### src/rtl/core/ethernet_arp_responder_unit_assert.svh
// Assertion macros shared by the ARP responder modules.
`ifndef ETHERNET_ARP_RESPONDER_UNIT_ASSERT_SVH
`define ETHERNET_ARP_RESPONDER_UNIT_ASSERT_SVH

// Same-cycle implication under a synchronous active-low reset.
`define EAR_ASSERT_IMP(lbl, clk, rst_n, ante, cons) \
    lbl: assert property (@(posedge clk) disable iff (!rst_n) (ante) |-> (cons)) \
        else $error("ARP responder assertion failed");

// Next-cycle implication under a synchronous active-low reset.
`define EAR_ASSERT_NXT(lbl, clk, rst_n, ante, cons) \
    lbl: assert property (@(posedge clk) disable iff (!rst_n) (ante) |=> (cons)) \
        else $error("ARP responder assertion failed");

`endif

### src/rtl/core/ear_pkg.sv
// Shared types, constants and the reply byte function of the ARP responder.
package ear_pkg;

    // Sizing defaults
    localparam int unsigned MAX_FRAME_BYTES_DEF = 2048;
    localparam int unsigned QUEUE_DEPTH_DEF     = 4;

    // Frame layout
    localparam int unsigned MAC_HDR_LEN = 14;
    localparam int unsigned ARP_MIN_LEN = 42;
    localparam int unsigned POS_SRC_LO  = 6;
    localparam int unsigned POS_SRC_HI  = 12;
    localparam int unsigned POS_TYPE_HI = 13;
    localparam int unsigned POS_OP_LO   = 20;
    localparam int unsigned POS_OP_HI   = 21;
    localparam int unsigned POS_SHA_LO  = 22;
    localparam int unsigned POS_SHA_HI  = 28;
    localparam int unsigned POS_SPA_HI  = 32;
    localparam int unsigned POS_TPA_LO  = 38;
    localparam int unsigned POS_TPA_HI  = 42;

    // Protocol codes
    localparam logic [15:0] TYPE_ARP       = 16'h0806;
    localparam logic [15:0] TYPE_IPV4      = 16'h0800;
    localparam logic [15:0] ARP_HRD_ETHER  = 16'h0001;
    localparam logic [15:0] ARP_OP_REQUEST = 16'h0001;
    localparam logic [15:0] ARP_OP_REPLY   = 16'h0002;
    localparam logic [7:0]  ARP_HLN        = 8'd6;
    localparam logic [7:0]  ARP_PLN        = 8'd4;

    localparam logic [47:0] CLIENT_MAC_RST = 48'h5254_0012_3456;

    // Configuration port
    localparam int unsigned CFG_IDX_W  = 3;
    localparam int unsigned CFG_DATA_W = 40;

    localparam logic [23:0] SUBNET_RST    = 24'd655362;
    localparam logic [7:0]  ALIAS_RST     = 8'd2;
    localparam logic [7:0]  DNS_FIRST_RST = 8'd3;
    localparam logic [2:0]  DNS_COUNT_RST = 3'd1;
    localparam logic [39:0] GW_MAC_RST    = 40'd353596609077;

    typedef enum logic [CFG_IDX_W-1:0] {
        CFG_SUBNET    = 3'd0,
        CFG_ALIAS     = 3'd1,
        CFG_DNS_FIRST = 3'd2,
        CFG_DNS_COUNT = 3'd3,
        CFG_GW_MAC    = 3'd4
    } t_cfg_idx;

    typedef enum logic {
        KIND_REPLY   = 1'b0,
        KIND_PAYLOAD = 1'b1
    } t_out_kind;

    typedef struct packed {
        logic [23:0] subnet_prefix;
        logic [7:0]  alias_octet;
        logic [7:0]  dns_first_octet;
        logic [2:0]  dns_octet_count;
        logic [39:0] gw_mac_prefix;
    } t_cfg;

    // One queued job: a payload byte or a whole reply
    typedef struct packed {
        t_out_kind   kind;
        logic [7:0]  data;
        logic        last;
        logic [47:0] mac;        // learned MAC; for a reply also its destination
        logic [47:0] sender_mac;
        logic [31:0] sender_ip;
        logic [31:0] target_ip;
    } t_cmd;

    typedef struct packed {
        logic full;
        logic empty;
    } t_q_status;

    // Byte idx of the 42-byte reply frame built from a queued job
    function automatic logic [7:0] reply_byte(input logic [5:0] idx, input t_cmd cmd,
                                              input logic [39:0] gw);
        logic [47:0] src;
        logic [ARP_MIN_LEN*8-1:0] frame;
        logic [5:0] k;
        src   = {gw, cmd.target_ip[7:0]};
        frame = {cmd.mac, src, TYPE_ARP, ARP_HRD_ETHER, TYPE_IPV4, ARP_HLN, ARP_PLN,
                 ARP_OP_REPLY, src, cmd.target_ip, cmd.sender_mac, cmd.sender_ip};
        k     = 6'(ARP_MIN_LEN - 1) - idx;
        if (idx < 6'(ARP_MIN_LEN)) begin
            return frame[k*8 +: 8];
        end
        return 8'h00;
    endfunction

endpackage

### src/rtl/core/ear_ifs.sv
// Stream interfaces for frame bytes in and result bytes out.
interface ear_in_if;
    logic       valid;
    logic       ready;
    logic [7:0] frame_byte;
    logic       frame_last;

    modport source (output valid, frame_byte, frame_last, input ready);
    modport sink   (input valid, frame_byte, frame_last, output ready);
endinterface

interface ear_out_if;
    logic        valid;
    logic        ready;
    logic [7:0]  out_byte;
    logic        out_kind;
    logic        out_last;
    logic [47:0] learned_mac;

    modport source (output valid, out_byte, out_kind, out_last, learned_mac, input ready);
    modport sink   (input valid, out_byte, out_kind, out_last, learned_mac, output ready);
endinterface

### src/rtl/core/ethernet_arp_responder_unit.sv
// Top level of the ARP reply offload with IPv4 payload pass-through.
//
//  channel | dir | beat payload                                   | handshake
//  --------+-----+------------------------------------------------+-------------
//  i_in    | in  | frame_byte[7:0], frame_last                    | valid/ready
//  o_out   | out | out_byte[7:0], out_kind, out_last, learned_mac | valid/ready
//  i_cfg_* | in  | i_cfg_idx[2:0], i_cfg_data[39:0]               | i_cfg_we only
//
// The parser takes one frame byte per cycle while the job queue has room.
// An IPv4 payload beat passes the job queue and the output register; a reply
// streams 42 beats, one per cycle while o_out is ready.
// The job queue (QUEUE_DEPTH entries) lets the parser run on while a reply
// drains; the parser stalls only when the queue is full.
// Reset is synchronous and active low; it restores the register defaults.

module ethernet_arp_responder_unit #(
    parameter int unsigned MAX_FRAME_BYTES = ear_pkg::MAX_FRAME_BYTES_DEF,
    parameter int unsigned QUEUE_DEPTH     = ear_pkg::QUEUE_DEPTH_DEF
) (
    input  logic                           i_clk,
    input  logic                           i_rst_n,
    ear_in_if.sink                         i_in,
    ear_out_if.source                      o_out,
    input  logic                           i_cfg_we,
    input  logic [ear_pkg::CFG_IDX_W-1:0]  i_cfg_idx,
    input  logic [ear_pkg::CFG_DATA_W-1:0] i_cfg_data
);

    ear_pkg::t_cfg      r_cfg;
    ear_pkg::t_cmd      push_cmd;
    ear_pkg::t_cmd      head_cmd;
    ear_pkg::t_q_status q_status;
    logic               push;
    logic               pop;

    // Hold configuration registers
    always_ff @(posedge i_clk) begin
        if (!i_rst_n) begin
            r_cfg.subnet_prefix   <= ear_pkg::SUBNET_RST;
            r_cfg.alias_octet     <= ear_pkg::ALIAS_RST;
            r_cfg.dns_first_octet <= ear_pkg::DNS_FIRST_RST;
            r_cfg.dns_octet_count <= ear_pkg::DNS_COUNT_RST;
            r_cfg.gw_mac_prefix   <= ear_pkg::GW_MAC_RST;
        end else if (i_cfg_we) begin
            case (ear_pkg::t_cfg_idx'(i_cfg_idx))
                ear_pkg::CFG_SUBNET:    r_cfg.subnet_prefix   <= i_cfg_data[23:0];
                ear_pkg::CFG_ALIAS:     r_cfg.alias_octet     <= i_cfg_data[7:0];
                ear_pkg::CFG_DNS_FIRST: r_cfg.dns_first_octet <= i_cfg_data[7:0];
                ear_pkg::CFG_DNS_COUNT: r_cfg.dns_octet_count <= i_cfg_data[2:0];
                ear_pkg::CFG_GW_MAC:    r_cfg.gw_mac_prefix   <= i_cfg_data[39:0];
                default: begin
                end
            endcase
        end
    end

    ear_front #(
        .MAX_FRAME_BYTES(MAX_FRAME_BYTES)
    ) u_front (
        .i_clk   (i_clk),
        .i_rst_n (i_rst_n),
        .i_in    (i_in),
        .i_cfg   (r_cfg),
        .i_q     (q_status),
        .o_push  (push),
        .o_cmd   (push_cmd)
    );

    ear_cmd_fifo #(
        .DEPTH(QUEUE_DEPTH)
    ) u_queue (
        .i_clk    (i_clk),
        .i_rst_n  (i_rst_n),
        .i_push   (push),
        .i_cmd    (push_cmd),
        .i_pop    (pop),
        .o_head   (head_cmd),
        .o_status (q_status)
    );

    ear_back u_back (
        .i_clk           (i_clk),
        .i_rst_n         (i_rst_n),
        .i_head          (head_cmd),
        .i_q             (q_status),
        .i_gw_mac_prefix (r_cfg.gw_mac_prefix),
        .o_pop           (pop),
        .o_out           (o_out)
    );

endmodule

### src/rtl/core/ear_front.sv
// Frame parser: captures header fields, classifies each beat and queues jobs.
`include "ethernet_arp_responder_unit_assert.svh"

module ear_front #(
    parameter int unsigned MAX_FRAME_BYTES = ear_pkg::MAX_FRAME_BYTES_DEF
) (
    input  logic              i_clk,
    input  logic              i_rst_n,
    ear_in_if.sink            i_in,
    input  ear_pkg::t_cfg     i_cfg,
    input  ear_pkg::t_q_status i_q,
    output logic              o_push,
    output ear_pkg::t_cmd     o_cmd
);

    localparam int unsigned POS_W = $clog2(MAX_FRAME_BYTES + 1);
    localparam logic [POS_W-1:0] POS_MAX = POS_W'(MAX_FRAME_BYTES);

    logic [POS_W-1:0] r_pos,        n_pos;
    logic [15:0]      r_type,       n_type;
    logic [15:0]      r_opcode,     n_opcode;
    logic [47:0]      r_src_mac,    n_src_mac;
    logic [47:0]      r_snd_mac,    n_snd_mac;
    logic [31:0]      r_snd_ip,     n_snd_ip;
    logic [31:0]      r_tgt_ip,     n_tgt_ip;
    logic [47:0]      r_client_mac, n_client_mac;

    logic       acc;
    logic       in_range;
    logic [7:0] b;
    logic [7:0] host;
    logic [8:0] dns_end;
    logic       tgt_match;
    logic       reply_hit;
    logic       payload_hit;

    assign i_in.ready = !i_q.full;
    assign acc        = i_in.valid && i_in.ready;
    assign b          = i_in.frame_byte;
    assign in_range   = r_pos < POS_MAX;

    // Capture header fields at their byte positions
    always_comb begin
        n_type    = r_type;
        n_opcode  = r_opcode;
        n_src_mac = r_src_mac;
        n_snd_mac = r_snd_mac;
        n_snd_ip  = r_snd_ip;
        n_tgt_ip  = r_tgt_ip;
        if (in_range) begin
            if (r_pos >= POS_W'(ear_pkg::POS_SRC_LO) && r_pos < POS_W'(ear_pkg::POS_SRC_HI)) begin
                n_src_mac = {r_src_mac[39:0], b};
            end else if (r_pos >= POS_W'(ear_pkg::POS_SRC_HI)
                         && r_pos <= POS_W'(ear_pkg::POS_TYPE_HI)) begin
                n_type = {r_type[7:0], b};
            end else if (r_pos >= POS_W'(ear_pkg::POS_OP_LO)
                         && r_pos <= POS_W'(ear_pkg::POS_OP_HI)) begin
                n_opcode = {r_opcode[7:0], b};
            end else if (r_pos >= POS_W'(ear_pkg::POS_SHA_LO)
                         && r_pos < POS_W'(ear_pkg::POS_SHA_HI)) begin
                n_snd_mac = {r_snd_mac[39:0], b};
            end else if (r_pos >= POS_W'(ear_pkg::POS_SHA_HI)
                         && r_pos < POS_W'(ear_pkg::POS_SPA_HI)) begin
                n_snd_ip = {r_snd_ip[23:0], b};
            end else if (r_pos >= POS_W'(ear_pkg::POS_TPA_LO)
                         && r_pos < POS_W'(ear_pkg::POS_TPA_HI)) begin
                n_tgt_ip = {r_tgt_ip[23:0], b};
            end
        end
    end

    // Decide on the target address: subnet plus alias or DNS host range
    assign host      = n_tgt_ip[7:0];
    assign dns_end   = {1'b0, i_cfg.dns_first_octet} + 9'(i_cfg.dns_octet_count);
    assign tgt_match = (n_tgt_ip[31:8] == i_cfg.subnet_prefix)
                       && ((host == i_cfg.alias_octet)
                           || (host >= i_cfg.dns_first_octet && {1'b0, host} < dns_end));

    assign reply_hit   = i_in.frame_last && (n_type == ear_pkg::TYPE_ARP)
                         && (r_pos >= POS_W'(ear_pkg::ARP_MIN_LEN - 1))
                         && (n_opcode == ear_pkg::ARP_OP_REQUEST) && tgt_match;
    assign payload_hit = in_range && (r_pos >= POS_W'(ear_pkg::MAC_HDR_LEN))
                         && (r_type == ear_pkg::TYPE_IPV4);

    // Advance position; clear per-frame state at frame end
    always_comb begin
        n_pos        = r_pos;
        n_client_mac = r_client_mac;
        if (reply_hit) begin
            n_client_mac = n_src_mac;
        end
        if (i_in.frame_last) begin
            n_pos = '0;
        end else if (in_range) begin
            n_pos = r_pos + 1'b1;
        end
    end

    // Build the queued job
    always_comb begin
        o_push            = acc && (reply_hit || payload_hit);
        o_cmd.kind        = reply_hit ? ear_pkg::KIND_REPLY : ear_pkg::KIND_PAYLOAD;
        o_cmd.data        = b;
        o_cmd.last        = i_in.frame_last;
        o_cmd.mac         = reply_hit ? n_src_mac : r_client_mac;
        o_cmd.sender_mac  = n_snd_mac;
        o_cmd.sender_ip   = n_snd_ip;
        o_cmd.target_ip   = n_tgt_ip;
    end

    // Hold control state
    always_ff @(posedge i_clk) begin
        if (!i_rst_n) begin
            r_pos        <= '0;
            r_type       <= '0;
            r_opcode     <= '0;
            r_client_mac <= ear_pkg::CLIENT_MAC_RST;
        end else if (acc) begin
            r_pos        <= n_pos;
            r_client_mac <= n_client_mac;
            r_type       <= i_in.frame_last ? 16'h0000 : n_type;
            r_opcode     <= i_in.frame_last ? 16'h0000 : n_opcode;
        end
    end

    // Hold captured addresses
    always_ff @(posedge i_clk) begin
        if (acc) begin
            r_src_mac <= n_src_mac;
            r_snd_mac <= n_snd_mac;
            r_snd_ip  <= n_snd_ip;
            r_tgt_ip  <= n_tgt_ip;
        end
    end

    `EAR_ASSERT_NXT(a_frame_end_rewinds, i_clk, i_rst_n, acc && i_in.frame_last, r_pos == '0)

endmodule

### src/rtl/core/ear_cmd_fifo.sv
// Job queue between the frame parser and the result emitter.
`include "ethernet_arp_responder_unit_assert.svh"

module ear_cmd_fifo #(
    parameter int unsigned DEPTH = ear_pkg::QUEUE_DEPTH_DEF
) (
    input  logic               i_clk,
    input  logic               i_rst_n,
    input  logic               i_push,
    input  ear_pkg::t_cmd      i_cmd,
    input  logic               i_pop,
    output ear_pkg::t_cmd      o_head,
    output ear_pkg::t_q_status o_status
);

    localparam int unsigned PTR_W = $clog2(DEPTH);
    localparam int unsigned CNT_W = $clog2(DEPTH + 1);

    ear_pkg::t_cmd    r_mem [DEPTH];
    logic [PTR_W-1:0] r_wr, n_wr;
    logic [PTR_W-1:0] r_rd, n_rd;
    logic [CNT_W-1:0] r_count, n_count;

    assign o_status.full  = r_count == CNT_W'(DEPTH);
    assign o_status.empty = r_count == '0;
    assign o_head         = r_mem[r_rd];

    // Advance pointers and occupancy
    always_comb begin
        n_wr    = r_wr;
        n_rd    = r_rd;
        n_count = r_count;
        if (i_push) begin
            n_wr = (r_wr == PTR_W'(DEPTH - 1)) ? '0 : r_wr + 1'b1;
        end
        if (i_pop) begin
            n_rd = (r_rd == PTR_W'(DEPTH - 1)) ? '0 : r_rd + 1'b1;
        end
        if (i_push && !i_pop) begin
            n_count = r_count + 1'b1;
        end else if (!i_push && i_pop) begin
            n_count = r_count - 1'b1;
        end
    end

    always_ff @(posedge i_clk) begin
        if (!i_rst_n) begin
            r_wr    <= '0;
            r_rd    <= '0;
            r_count <= '0;
        end else begin
            r_wr    <= n_wr;
            r_rd    <= n_rd;
            r_count <= n_count;
        end
    end

    // Store pushed jobs
    always_ff @(posedge i_clk) begin
        if (i_push) begin
            r_mem[r_wr] <= i_cmd;
        end
    end

    `EAR_ASSERT_IMP(a_no_push_full, i_clk, i_rst_n, i_push, !o_status.full)
    `EAR_ASSERT_IMP(a_no_pop_empty, i_clk, i_rst_n, i_pop, !o_status.empty)
    `EAR_ASSERT_NXT(a_count_up, i_clk, i_rst_n, i_push && !i_pop, r_count == $past(r_count) + 1'b1)

endmodule

### src/rtl/core/ear_back.sv
// Result emitter: expands queued jobs into output beats behind an output register.
`include "ethernet_arp_responder_unit_assert.svh"

module ear_back (
    input  logic               i_clk,
    input  logic               i_rst_n,
    input  ear_pkg::t_cmd      i_head,
    input  ear_pkg::t_q_status i_q,
    input  logic [39:0]        i_gw_mac_prefix,
    output logic               o_pop,
    ear_out_if.source          o_out
);

    logic [5:0]         r_idx, n_idx;
    logic               r_valid;
    logic [7:0]         r_byte;
    ear_pkg::t_out_kind r_kind;
    logic               r_last;
    logic [47:0]        r_mac;

    logic load;
    logic is_reply;
    logic reply_end;

    assign load      = !i_q.empty && (!r_valid || o_out.ready);
    assign is_reply  = i_head.kind == ear_pkg::KIND_REPLY;
    assign reply_end = r_idx == 6'(ear_pkg::ARP_MIN_LEN - 1);
    assign o_pop     = load && (!is_reply || reply_end);

    // Step through reply bytes
    always_comb begin
        n_idx = r_idx;
        if (load && is_reply) begin
            n_idx = reply_end ? 6'd0 : r_idx + 1'b1;
        end
    end

    always_ff @(posedge i_clk) begin
        if (!i_rst_n) begin
            r_idx   <= '0;
            r_valid <= 1'b0;
        end else begin
            r_idx <= n_idx;
            if (load) begin
                r_valid <= 1'b1;
            end else if (o_out.ready) begin
                r_valid <= 1'b0;
            end
        end
    end

    // Load the output register
    always_ff @(posedge i_clk) begin
        if (load) begin
            r_byte <= is_reply ? ear_pkg::reply_byte(r_idx, i_head, i_gw_mac_prefix)
                               : i_head.data;
            r_kind <= i_head.kind;
            r_last <= is_reply ? reply_end : i_head.last;
            r_mac  <= i_head.mac;
        end
    end

    assign o_out.valid       = r_valid;
    assign o_out.out_byte    = r_byte;
    assign o_out.out_kind    = r_kind;
    assign o_out.out_last    = r_last;
    assign o_out.learned_mac = r_mac;

    `EAR_ASSERT_IMP(a_mid_reply_head, i_clk, i_rst_n, r_idx != 6'd0, !i_q.empty && is_reply)

endmodule

### src/flat_wrapper.sv
// flat-port wrapper written by rule: the top's interface ports become plain ports
module ethernet_arp_responder_unit_flat 
#(
    parameter int unsigned MAX_FRAME_BYTES = ear_pkg::MAX_FRAME_BYTES_DEF,
    parameter int unsigned QUEUE_DEPTH     = ear_pkg::QUEUE_DEPTH_DEF
)
  (i_clk, i_rst_n, i_cfg_we, i_cfg_idx, i_cfg_data, i_in_valid, i_in_frame_byte, i_in_frame_last, i_in_ready, o_out_valid, o_out_out_byte, o_out_out_kind, o_out_out_last, o_out_learned_mac, o_out_ready);
  ear_in_if i_in_i ();
  ear_out_if o_out_i ();
  input  logic i_clk;
  input  logic i_rst_n;
  input  logic i_cfg_we;
  input  logic [ear_pkg::CFG_IDX_W-1:0] i_cfg_idx;
  input  logic [ear_pkg::CFG_DATA_W-1:0] i_cfg_data;
  input wire logic [$bits(i_in_i.valid)-1:0] i_in_valid;
  input wire logic [$bits(i_in_i.frame_byte)-1:0] i_in_frame_byte;
  input wire logic [$bits(i_in_i.frame_last)-1:0] i_in_frame_last;
  output wire logic [$bits(i_in_i.ready)-1:0] i_in_ready;
  output wire logic [$bits(o_out_i.valid)-1:0] o_out_valid;
  output wire logic [$bits(o_out_i.out_byte)-1:0] o_out_out_byte;
  output wire logic [$bits(o_out_i.out_kind)-1:0] o_out_out_kind;
  output wire logic [$bits(o_out_i.out_last)-1:0] o_out_out_last;
  output wire logic [$bits(o_out_i.learned_mac)-1:0] o_out_learned_mac;
  input wire logic [$bits(o_out_i.ready)-1:0] o_out_ready;
  assign i_in_i.valid = i_in_valid;
  assign i_in_i.frame_byte = i_in_frame_byte;
  assign i_in_i.frame_last = i_in_frame_last;
  assign i_in_ready = i_in_i.ready;
  assign o_out_valid = o_out_i.valid;
  assign o_out_out_byte = o_out_i.out_byte;
  assign o_out_out_kind = o_out_i.out_kind;
  assign o_out_out_last = o_out_i.out_last;
  assign o_out_learned_mac = o_out_i.learned_mac;
  assign o_out_i.ready = o_out_ready;
  ethernet_arp_responder_unit #(.MAX_FRAME_BYTES(MAX_FRAME_BYTES), .QUEUE_DEPTH(QUEUE_DEPTH)) u_core (.i_clk(i_clk), .i_rst_n(i_rst_n), .i_in(i_in_i), .o_out(o_out_i), .i_cfg_we(i_cfg_we), .i_cfg_idx(i_cfg_idx), .i_cfg_data(i_cfg_data));
endmodule
### config.mk
export PLATFORM = sky130hd
export DESIGN_NAME = ethernet_arp_responder_unit_flat
export DESIGN_NICKNAME = d
export VERILOG_FILES = /design/src/rtl/core/ear_pkg.sv /design/src/rtl/core/ear_ifs.sv /design/src/rtl/core/ethernet_arp_responder_unit.sv /design/src/rtl/core/ear_front.sv /design/src/rtl/core/ear_cmd_fifo.sv /design/src/rtl/core/ear_back.sv /design/src/flat_wrapper.sv
export VERILOG_INCLUDE_DIRS = /design/src /design/src/rtl/core
export SDC_FILE = /design/constraint.sdc
export NUM_CORES = 1
export LEC_CHECK = 0
export ABC_AREA = 1
export BUFFER_PORTS_ARGS = -buffer_cell sky130_fd_sc_hd__buf_2
export CORE_UTILIZATION = 45
export CTS_BUF_LIST = sky130_fd_sc_hd__clkbuf_8
export CTS_CLUSTER_SIZE = 30
export DETAILED_ROUTE_END_ITERATION = 10
export GPL_TIMING_DRIVEN = 0
export SYNTH_ARGS = -nofsm -noshare
export SYNTH_HDL_FRONTEND = slang
export SYNTH_HIERARCHICAL = 1
export SYNTH_SLANG_ARGS = --single-unit
### constraint.sdc
create_clock -name i_clk -period 10.4 [get_ports i_clk]
set_input_delay 0 -clock i_clk [delete_from_list [all_inputs] [get_ports i_clk]]
set_output_delay 0 -clock i_clk [all_outputs]
set_load 0.1 [all_outputs]
Word-level counts from Yosys, hierarchy flattened
Memory sizes are Yosys's and may differ from the RTL's. A register that Yosys moved wholly into a read port is not among the register bits.
Cells that the tools add are included.
W data, S select, Z words.
{"block": "word_totals", "ff_bits": 407, "latchBits": 0, "ram_bits": 680, "rom_bits": 0, "word_cells": 155, "n_memories": 1}
{"block": "op_classes", "add_sub_neg": 8, "n_mul": 0, "n_div": 0, "order_cmp": 18, "n_eq_ne": 13, "shift": 1, "n_mux": 50, "bitwise_logic": 1, "n_reduce_logical": 41}
{"name": "u_core.u_queue.r_mem", "depth": 4, "width": 170, "read_ports": 1, "rd_ports_with_merged_regs": 1, "write_ports": 1, "line_no": "ear_cmd_fifo.sv:19", "source": "ear_pkg::t_cmd r_mem [DEPTH];"}
{"cell": "$mux W32", "count": 13}
{"cell": "$mux W48", "count": 8}
{"cell": "$shiftx A336 B10 Y8", "count": 1}
{"cell": "$mux W16", "count": 9}
{"cell": "$ge A12 B5 Y1 const B", "count": 3}
{"cell": "$eq A16 B12 Y1 const B", "count": 2}
{"cell": "$eq A24 B24 Y1", "count": 1}
{"cell": "$ge A12 B4 Y1 const B", "count": 2}
{"cell": "$ge A12 B6 Y1 const B", "count": 2}
{"cell": "$lt A12 B6 Y1 const B", "count": 2}
{"cell": "$mux W12", "count": 2}
{"cell": "$mux W8", "count": 3}
{"cell": "$logic_and A1 B1 Y1", "count": 21}
{"cell": "$eq A16 B1 Y1 const B", "count": 1}
{"cell": "$add A12 B1 Y12 const B", "count": 1}
{"cell": "$ge A12 B3 Y1 const B", "count": 1}
{"cell": "$le A12 B4 Y1 const B", "count": 1}
{"cell": "$le A12 B5 Y1 const B", "count": 1}
{"cell": "$lt A12 B12 Y1 const B", "count": 1}
{"cell": "$lt A12 B4 Y1 const B", "count": 1}
{"cell": "$lt A12 B5 Y1 const B", "count": 1}
{"cell": "$reduce_and A2 Y1", "count": 6}
{"cell": "$add A8 B3 Y9", "count": 1}
{"cell": "$lt A8 B9 Y1", "count": 1}
{"cell": "22 further kinds", "count": 47}

Depth between registers and ports, before layout
Gate-level depths: netlist of run 1.
{"block": "depth", "word_depth": 20, "ltp_mapped": 29, "depth_no_buf": 27}

Modules after synthesis
The synthesis of run 1 kept the hierarchy.
{"module": "ear_cmd_fifo", "instances": 1, "cells_each": 1703, "area_each_um2": 25728.4}
{"module": "ear_front", "instances": 1, "cells_each": 1613, "area_each_um2": 13217.7}
{"module": "ear_back", "instances": 1, "cells_each": 730, "area_each_um2": 4793.3}
{"module": "ethernet_arp_responder_unit", "instances": 1, "cells_each": 471, "area_each_um2": 3343.2}

Worst setup path before layout of run 1
OpenSTA, ideal clock, no wires.
{"block": "synth_path", "kind": "reg2reg", "from": "register u_core.u_queue.r_count[0]", "to": "register u_core.u_front.r_snd_ip[0], enable pin", "setup_ns": 0.587, "arrival_time_ns": 6.239, "slack_ns": 3.575, "path_stages_with_launch": 7, "path_buffers": 2, "synth_period_minus_slack_ns": 6.825, "path_cell_list": "dfxtp_1 > nor3_1 > inv_1 > nand2_1 > inv_1 > clkbuf_1 > clkbuf_1"}
{"element": "from (decl)", "line_no": "ear_cmd_fifo.sv:22", "source": "logic [CNT_W-1:0] r_count, n_count;"}
{"element": "from (signal assigned)", "line_no": "ear_cmd_fifo.sv:54", "source": "r_count <= n_count;"}
{"element": "to (signal assigned)", "line_no": "ear_front.sv:131", "source": "r_snd_ip <= n_snd_ip;"}
{"element": "to (decl)", "line_no": "ear_front.sv:24", "source": "logic [31:0] r_snd_ip, n_snd_ip;"}

==> impl_results.md, run 1 <==
* IO Port Bufs at 116
* Vias after detailed routing at between 30000 and 40000
* Max-slew violation count at 0
* Worst-path clk slew at 0.06 ns
* Number of remaining DRC errors at 0
* Gate Count Post-Synth at 4517
* HP Class: input port to flip-flop
* Via density at 5.45
* Placement row count at ~120
* Initial antenna violation count at 3
* Die Area at 106000 µm²
* Distinct cells, synth at 47
* Most Frequent Cell on Critical Path: nand2_1
* Remaining global-route overflow at 0
* Worst Skew at just over 0.05 ns
* Io pins at 117
* Height of the die at 325 µm
* Drt pass-1 iters at 7
* Vias in the first global route at 33400
* TritonCTS Buffers at 178
* YS warnings at 6
* Largest incremental delay on the critical path at about 0.63 ns
* CTS Hold Bufs at 160
* Post-DRT Antenna Nets at 0
* Status: complete, no violations
* Crit path time final at 6.31 ns
* Routability cong. at 0.973
* Max_cap viols at 0
* Leakage at 19.7 nW
* Unrepaired setup endpoints after global routing: false
* Delay-heaviest family, CP: simple AND/OR/NAND/NOR gates
* # Post-CTS Setup Buffers at 0
* Initial Util at 0.454
* Final Hold Fails at 0
* CP max FO at 95
* Global-route wire length before repair at around 210000 µm
* Commonest non-fill, non-tap cells in the layout: nand2_1, edfxtp_1, nor2_1, o21ai_0, inv_1
* Root buf cell: clkbuf_8
* Setup TNS at 0 ns
* Total power at 8.67 mW
* Bufs and invs on worst path at 5
* CTS tree: done
* VDD IR max at 0.127 mV
* Sequence of cells on the critical path: nand2_1 -> nand2_1 -> nor2_4 -> nand2_4 -> buf_6 -> o21ai_1 -> ha_1 -> nand2_1 -> inv_1 -> a221o_1 -> nand2_1 -> nand4_1 -> nand2_1 -> nand3_1 -> buf_2 -> a21oi_1 -> nand2_1 -> inv_8 -> buf_16
* Final worst-path cycle share at 0.606
* Leading cell type in the layout, fill and taps excluded: nand2_1
* Fraction of layout cells with a size suffix above 1 at 0.126
* WL final at 142000 µm
* Worst-case clock buffer depth at 3
* Hold Slack at 0.0808 ns
* Arrival time at the worst endpoint at 6.75 ns
* CTS Sinks at 1089
* Number of synthesized flops with an enable pin at 898
* Most used DFF post-synth: edfxtp_1
* Drt initial violations at 4067
* Die width at about 330 µm
* # setup viols final at 0
* Slowest-stage cell, CP: o21ai_1
* Worst Tran Pin Value at 1.16 ns
* Flops & latches, synth at 1089
* Net Count, Synth at between 4000 and 5000
* DPL Wire Length at 93300 µm
* Slew HR at 0.219
* Area delta synth->final at 16.3%
* H-Tree Depth at 4
* CP Class: flip-flop to flip-flop
* Core area at 104000 µm²
* Largest net degree at the start of global routing at 98
* Total track usage at 0.264
* Pwr dens at 158 nW/µm²
* Worst-Skew Late Latency at about 0.86 ns
* Per-cell routed wire length at 21.8 µm
* CP required at 10.85 ns
* Endpoint class of the critical path: flip-flop
* FFs w/ async S/R, synth at 0
* Register area share after synthesis at 0.654
* FMAX at between 150 and 200 MHz
* PostCTS Resize Cnt at 0
* Synth Cell Area at between 40000 and 50000 µm²
* Syn Area/Cell at around 10 µm²
* Fin nets at 5074
* CP startpoint kind: flip-flop
* Filler cell count at 9272
[routing by layer]
layer	global-route usage	vias up	share of wire
met5	0	-	0
met4	0.0990	0	0.032
met3	0.0377	246	0.074
met2	0.410	1441	0.46
met1	0.376	17300	0.44
li1	-	16500	-
[worst reg2reg max path, stage by stage, from the launching register on]
cell and delay, ns:
dfxtp_1 0.36, nand2_1 0.21, nand2_1 0.16, nor2_4 0.26, nand2_4 0.13, buf_6 0.17, o21ai_1 0.63, ha_1 0.37
nand2_1 0.06, inv_1 0.06, a221o_1 0.29, nand2_1 0.06, nand4_1 0.12, nand2_1 0.41, nand3_1 0.35, buf_2 0.36
a21oi_1 0.44, nand2_1 0.24, inv_8 0.54, buf_16 0.51
[where the power goes]
group          leakage [nW]  internal, mW  switching, mW
registers              8.30          4.73         0.0242
logic                  9.41         0.104          0.192
clock network          1.99          1.90           1.73
[state kept, by name (all words and copies together), names as in the netlist, 16 cells and up, named ones only]
| signal | flops |
|---|---|
| u_core/r_cfg | 83 |
| u_core/u_back/o_out.learned_mac | 48 |
| u_core/u_front/r_client_mac | 48 |
| u_core/u_front/r_opcode | 16 |
| u_core/u_front/r_snd_ip | 32 |
| u_core/u_front/r_snd_mac | 48 |
| u_core/u_front/r_src_mac | 48 |
| u_core/u_front/r_tgt_ip | 32 |
| u_core/u_front/r_type | 16 |
| u_core/u_queue/r_mem | 680 |
[cell usage after synthesis, types with 32 or more instances]
master / instances / area [µm²]
nand4_1: 61 / 382
nand3_1: 245 / 1230
buf_6: 38 / 428
clkbuf_1: 102 / 383
mux2_2: 64 / 721
ha_1: 32 / 400
o21ai_0: 282 / 1410
a21oi_1: 94 / 470
o22ai_1: 171 / 1070
buf_2: 73 / 365
o21ai_1: 143 / 716
nand2_1: 1086 / 4080
edfxtp_1: 898 / 27000
inv_1: 219 / 822
dfxtp_1: 191 / 3820
nor2_1: 640 / 2400
[logic make-up (layout without fill, tap and decap cells)]
group,Yosys count,in the layout,synth area share
AOI/OAI and AO/OA,711,711,0.0818
adders and majority gates,34,34,0.00935
xor gates and xnor gates,8,8,0.00189
and+or+nand+nor,2101,2101,0.183
buffers and inverters,510,1125,0.0551
other,0,2,0
muxes,64,64,0.0153
DFF,1089,1089,0.654
[worst paths after layout]
| check | startpoint | to | slack (ns) | cells after the start |
|---|---|---|---|---|
| setup / recovery | u_core/u_front/r_pos[3] | u_core/u_queue/r_mem[3][57] | 4.09 | 19 |
| hold / removal | i_in_frame_byte[6] | u_core/u_queue/r_mem[2][167] | 0.08 | 3 |
| setup reg to reg | u_core/u_front/r_pos[3] | u_core/u_queue/r_mem[3][57] | 4.09 | 19 |
| hold reg to reg | u_core/u_front/r_opcode[10] | u_core/u_front/r_opcode[10] | 0.46 | 2 |
[through the flow]
step | util | cells | cell area, µm² | worst slack, ns
CTS | 0.528 | 6512 | 54800 | 4.01
finish | 0.528 | 6514 | 54800 | 4.09
floorplan | - | 4517 | 47100 | 3.57
detailed placement | 0.479 | 6023 | 49700 | 4.02
global placement | 0.477 | 6013 | 49400 | -1.06
global route | 0.528 | 6513 | 54800 | 3.65
[area by class of cell]
type	instances	area, µm²	share of cell area
multi-input combinational	2918	13700	0.250
buffer	263	1660	0.0303
sequential	1089	30800	0.562
clock inverter	136	813	0.0149
tap	1380	1730	0.0315
antenna	2	5.00	0.0000914
inverter	247	970	0.0177
timing repair buffer	286	2430	0.0445
clock buffer	193	2660	0.0485
(Power assumes the default switching activity.)
==> run 2, diff against run 1 <==
Clock period 10.4 ns to 5.75 ns, I/O delays scaled along.
==> impl_results.md, run 2 (synthesized netlist as in run 1, its figures left out) <==
* Post-DRT Antenna Nets at 0
* Via density at 5.39
* Max-slew violation count at 0
* Slew HR at 0.229
* Biggest regs: u_core/u_queue/r_mem x680, u_core/r_cfg x83
* Fin nets at 5088
* Worst Tran Pin Value at between 1 and 1.5 ns
* Placement row count at 118
* Hold Slack at roughly 0.057 ns
* Number of remaining DRC errors at 0
* Hold path startpoint: i_cfg_data[0]
* Worst-path clk slew at 0.06 ns
* Root buf cell: clkbuf_8
* Area delta synth->final at 16.7%
* Vias in the first global route at roughly 33000
* Commonest non-fill, non-tap cells in the layout: nand2_1, edfxtp_1, nor2_1, o21ai_0, inv_1
* Largest net degree at the start of global routing at 94
* Remaining global-route overflow at 0
* Sequential Area at approximately 31000 µm²
* Leading cell type in the layout, fill and taps excluded: nand2_1
* CP startpoint kind: flip-flop
* Crit path time final at 5.36 ns
* H-Tree Depth at 4
* Leakage at between 15 and 20 nW
* Routability cong. at between 0.9 and 1
* Height of the die at around 330 µm
* Setup TNS at 0 ns
* Unrepaired setup endpoints after global routing: false
* Vias after detailed routing at 35200
* CTS Sinks at 1089
* Drt initial violations at 3704
* Per-cell routed wire length at 21.8 µm
* Core area at 104000 µm²
* Drt pass-1 iters at 8
* CP startpoint: u_core/u_front/r_pos[1]
* Worst Skew at about 0.05 ns
* Max reg flops at 680
* Pwr dens at approximately 280 nW/µm²
* Final worst-path cycle share at 0.932
* Max_cap viols at 0
* VDD IR max at 0.223 mV
* FMAX at 187 MHz
* DPL Wire Length at 95100 µm
* CTS tree: done
* Fraction of layout cells with a size suffix above 1 at 0.129
* Die width at 325 µm
* Reg with most FFs: u_core/u_queue/r_mem
* Initial Util at 0.454
* CP Class: flip-flop to flip-flop
* Total track usage at 0.264
* WL final at 142000 µm
* Io pins at approximately 120
* Worst-case clock buffer depth at 3
* CP max FO at 31
* Reg-to-reg startpoint: u_core/u_front/r_pos[1]
* Filler cell count at 9155
* Arrival time at the worst endpoint at 5.87 ns
* Die Area at 106000 µm²
* # setup viols final at 0
* IO Port Bufs at 116
* Endpoint class of the critical path: flip-flop
* Global-route wire length before repair at 209000 µm
* Final Hold Fails at 0
* CP required at approximately 6.3 ns
* HP Class: input port to flip-flop
* Initial antenna violation count at 5
* Area of the multi-input gates at 13800 µm²
* TritonCTS Buffers at ~180
* Status: complete, no violations
* Worst-Skew Late Latency at 0.86 ns
==> run 2: final cells by class <==
class / instances / area share
Buffer: 263 / 0.0304
Clock inverter: 136 / 0.0134
Timing Repair Buffer: 299 / 0.0474
Antenna cell: 2 / 0.0000911
Tap cell: 1380 / 0.0314
Sequential cell: 1089 / 0.560
Inverter: 247 / 0.0178
Multi-Input combinational cell: 2918 / 0.251
Clock buffer: 193 / 0.0484
==> run 2: what timing repair did <==
| action | 4_1_cts | 5_1_grt |
|---|---|---|
| buffers inserted | 0 | 5 |
| endpoints found under the hold margin | 243 | 0 |
| gates resized for setup | 13 | 5 |
| gates cloned | 0 | 0 |
| hold buffers | 159 | 0 |
| setup endpoints to repair | 672 | 179 |
==> run 2: routing by layer <==
metal  global-route usage  routed length [µm]  vias up
met1                0.377               62100    16900
li1                     -                   -    16600
met5                    0                  15        -
met2                0.408               64900     1457
met4               0.0948                4170        2
met3               0.0434               11000      228
==> run 2: where the power goes <==
group          switching, mW  internal [mW]
sequential            0.0440           8.56
combinational          0.349          0.185
clock                   3.11           3.29
total                   3.50           12.0
==> run 2: path summary, 6_finish.rpt <==
check                                    end  slack [ns]  cells after the start
max              u_core/u_queue/r_mem[0][57]        0.39                     21
min                         u_core/r_cfg[43]        0.06                      4
max reg2reg      u_core/u_queue/r_mem[0][57]        0.39                     21
min reg2reg  u_core/u_front/r_client_mac[46]        0.47                      2
==> run 2: critical path: stages (launching register included) <==
cell and delay [ns]:
dfxtp_1 0.41, inv_1 0.12, ha_1 0.20, nor2_1 0.27, nor2_2 0.15, nand3_2 0.21
buf_2 0.28, o21ai_0 0.15, nor2_1 0.19, nand3_1 0.24, nor2_1 0.15, nand3_1 0.27
nor2_4 0.28, nand3_2 0.19, buf_4 0.29, a21oi_4 0.27, nand2_1 0.13, clkinvlp_4 0.20
buf_12 0.24, buf_12 0.23, buf_12 0.22, buf_12 0.22
==> run 2: through the flow <==
stage | total power [mW] | instances | setup WS, ns | utilization | instance area, µm²
6_report | 15.5 | 6527 | 0.393 | 0.530 | 54900
3_3_place_gp | 9.21 | 6013 | -5.97 | 0.477 | 49400
5_1_grt | 16.1 | 6527 | 0.124 | 0.530 | 54900
2_1_floorplan | 9.04 | 4517 | -1.07 | - | 47100
3_5_place_dp | 9.21 | 6033 | -0.839 | 0.481 | 49900
4_1_cts | 15.7 | 6521 | 0.0698 | 0.530 | 54900
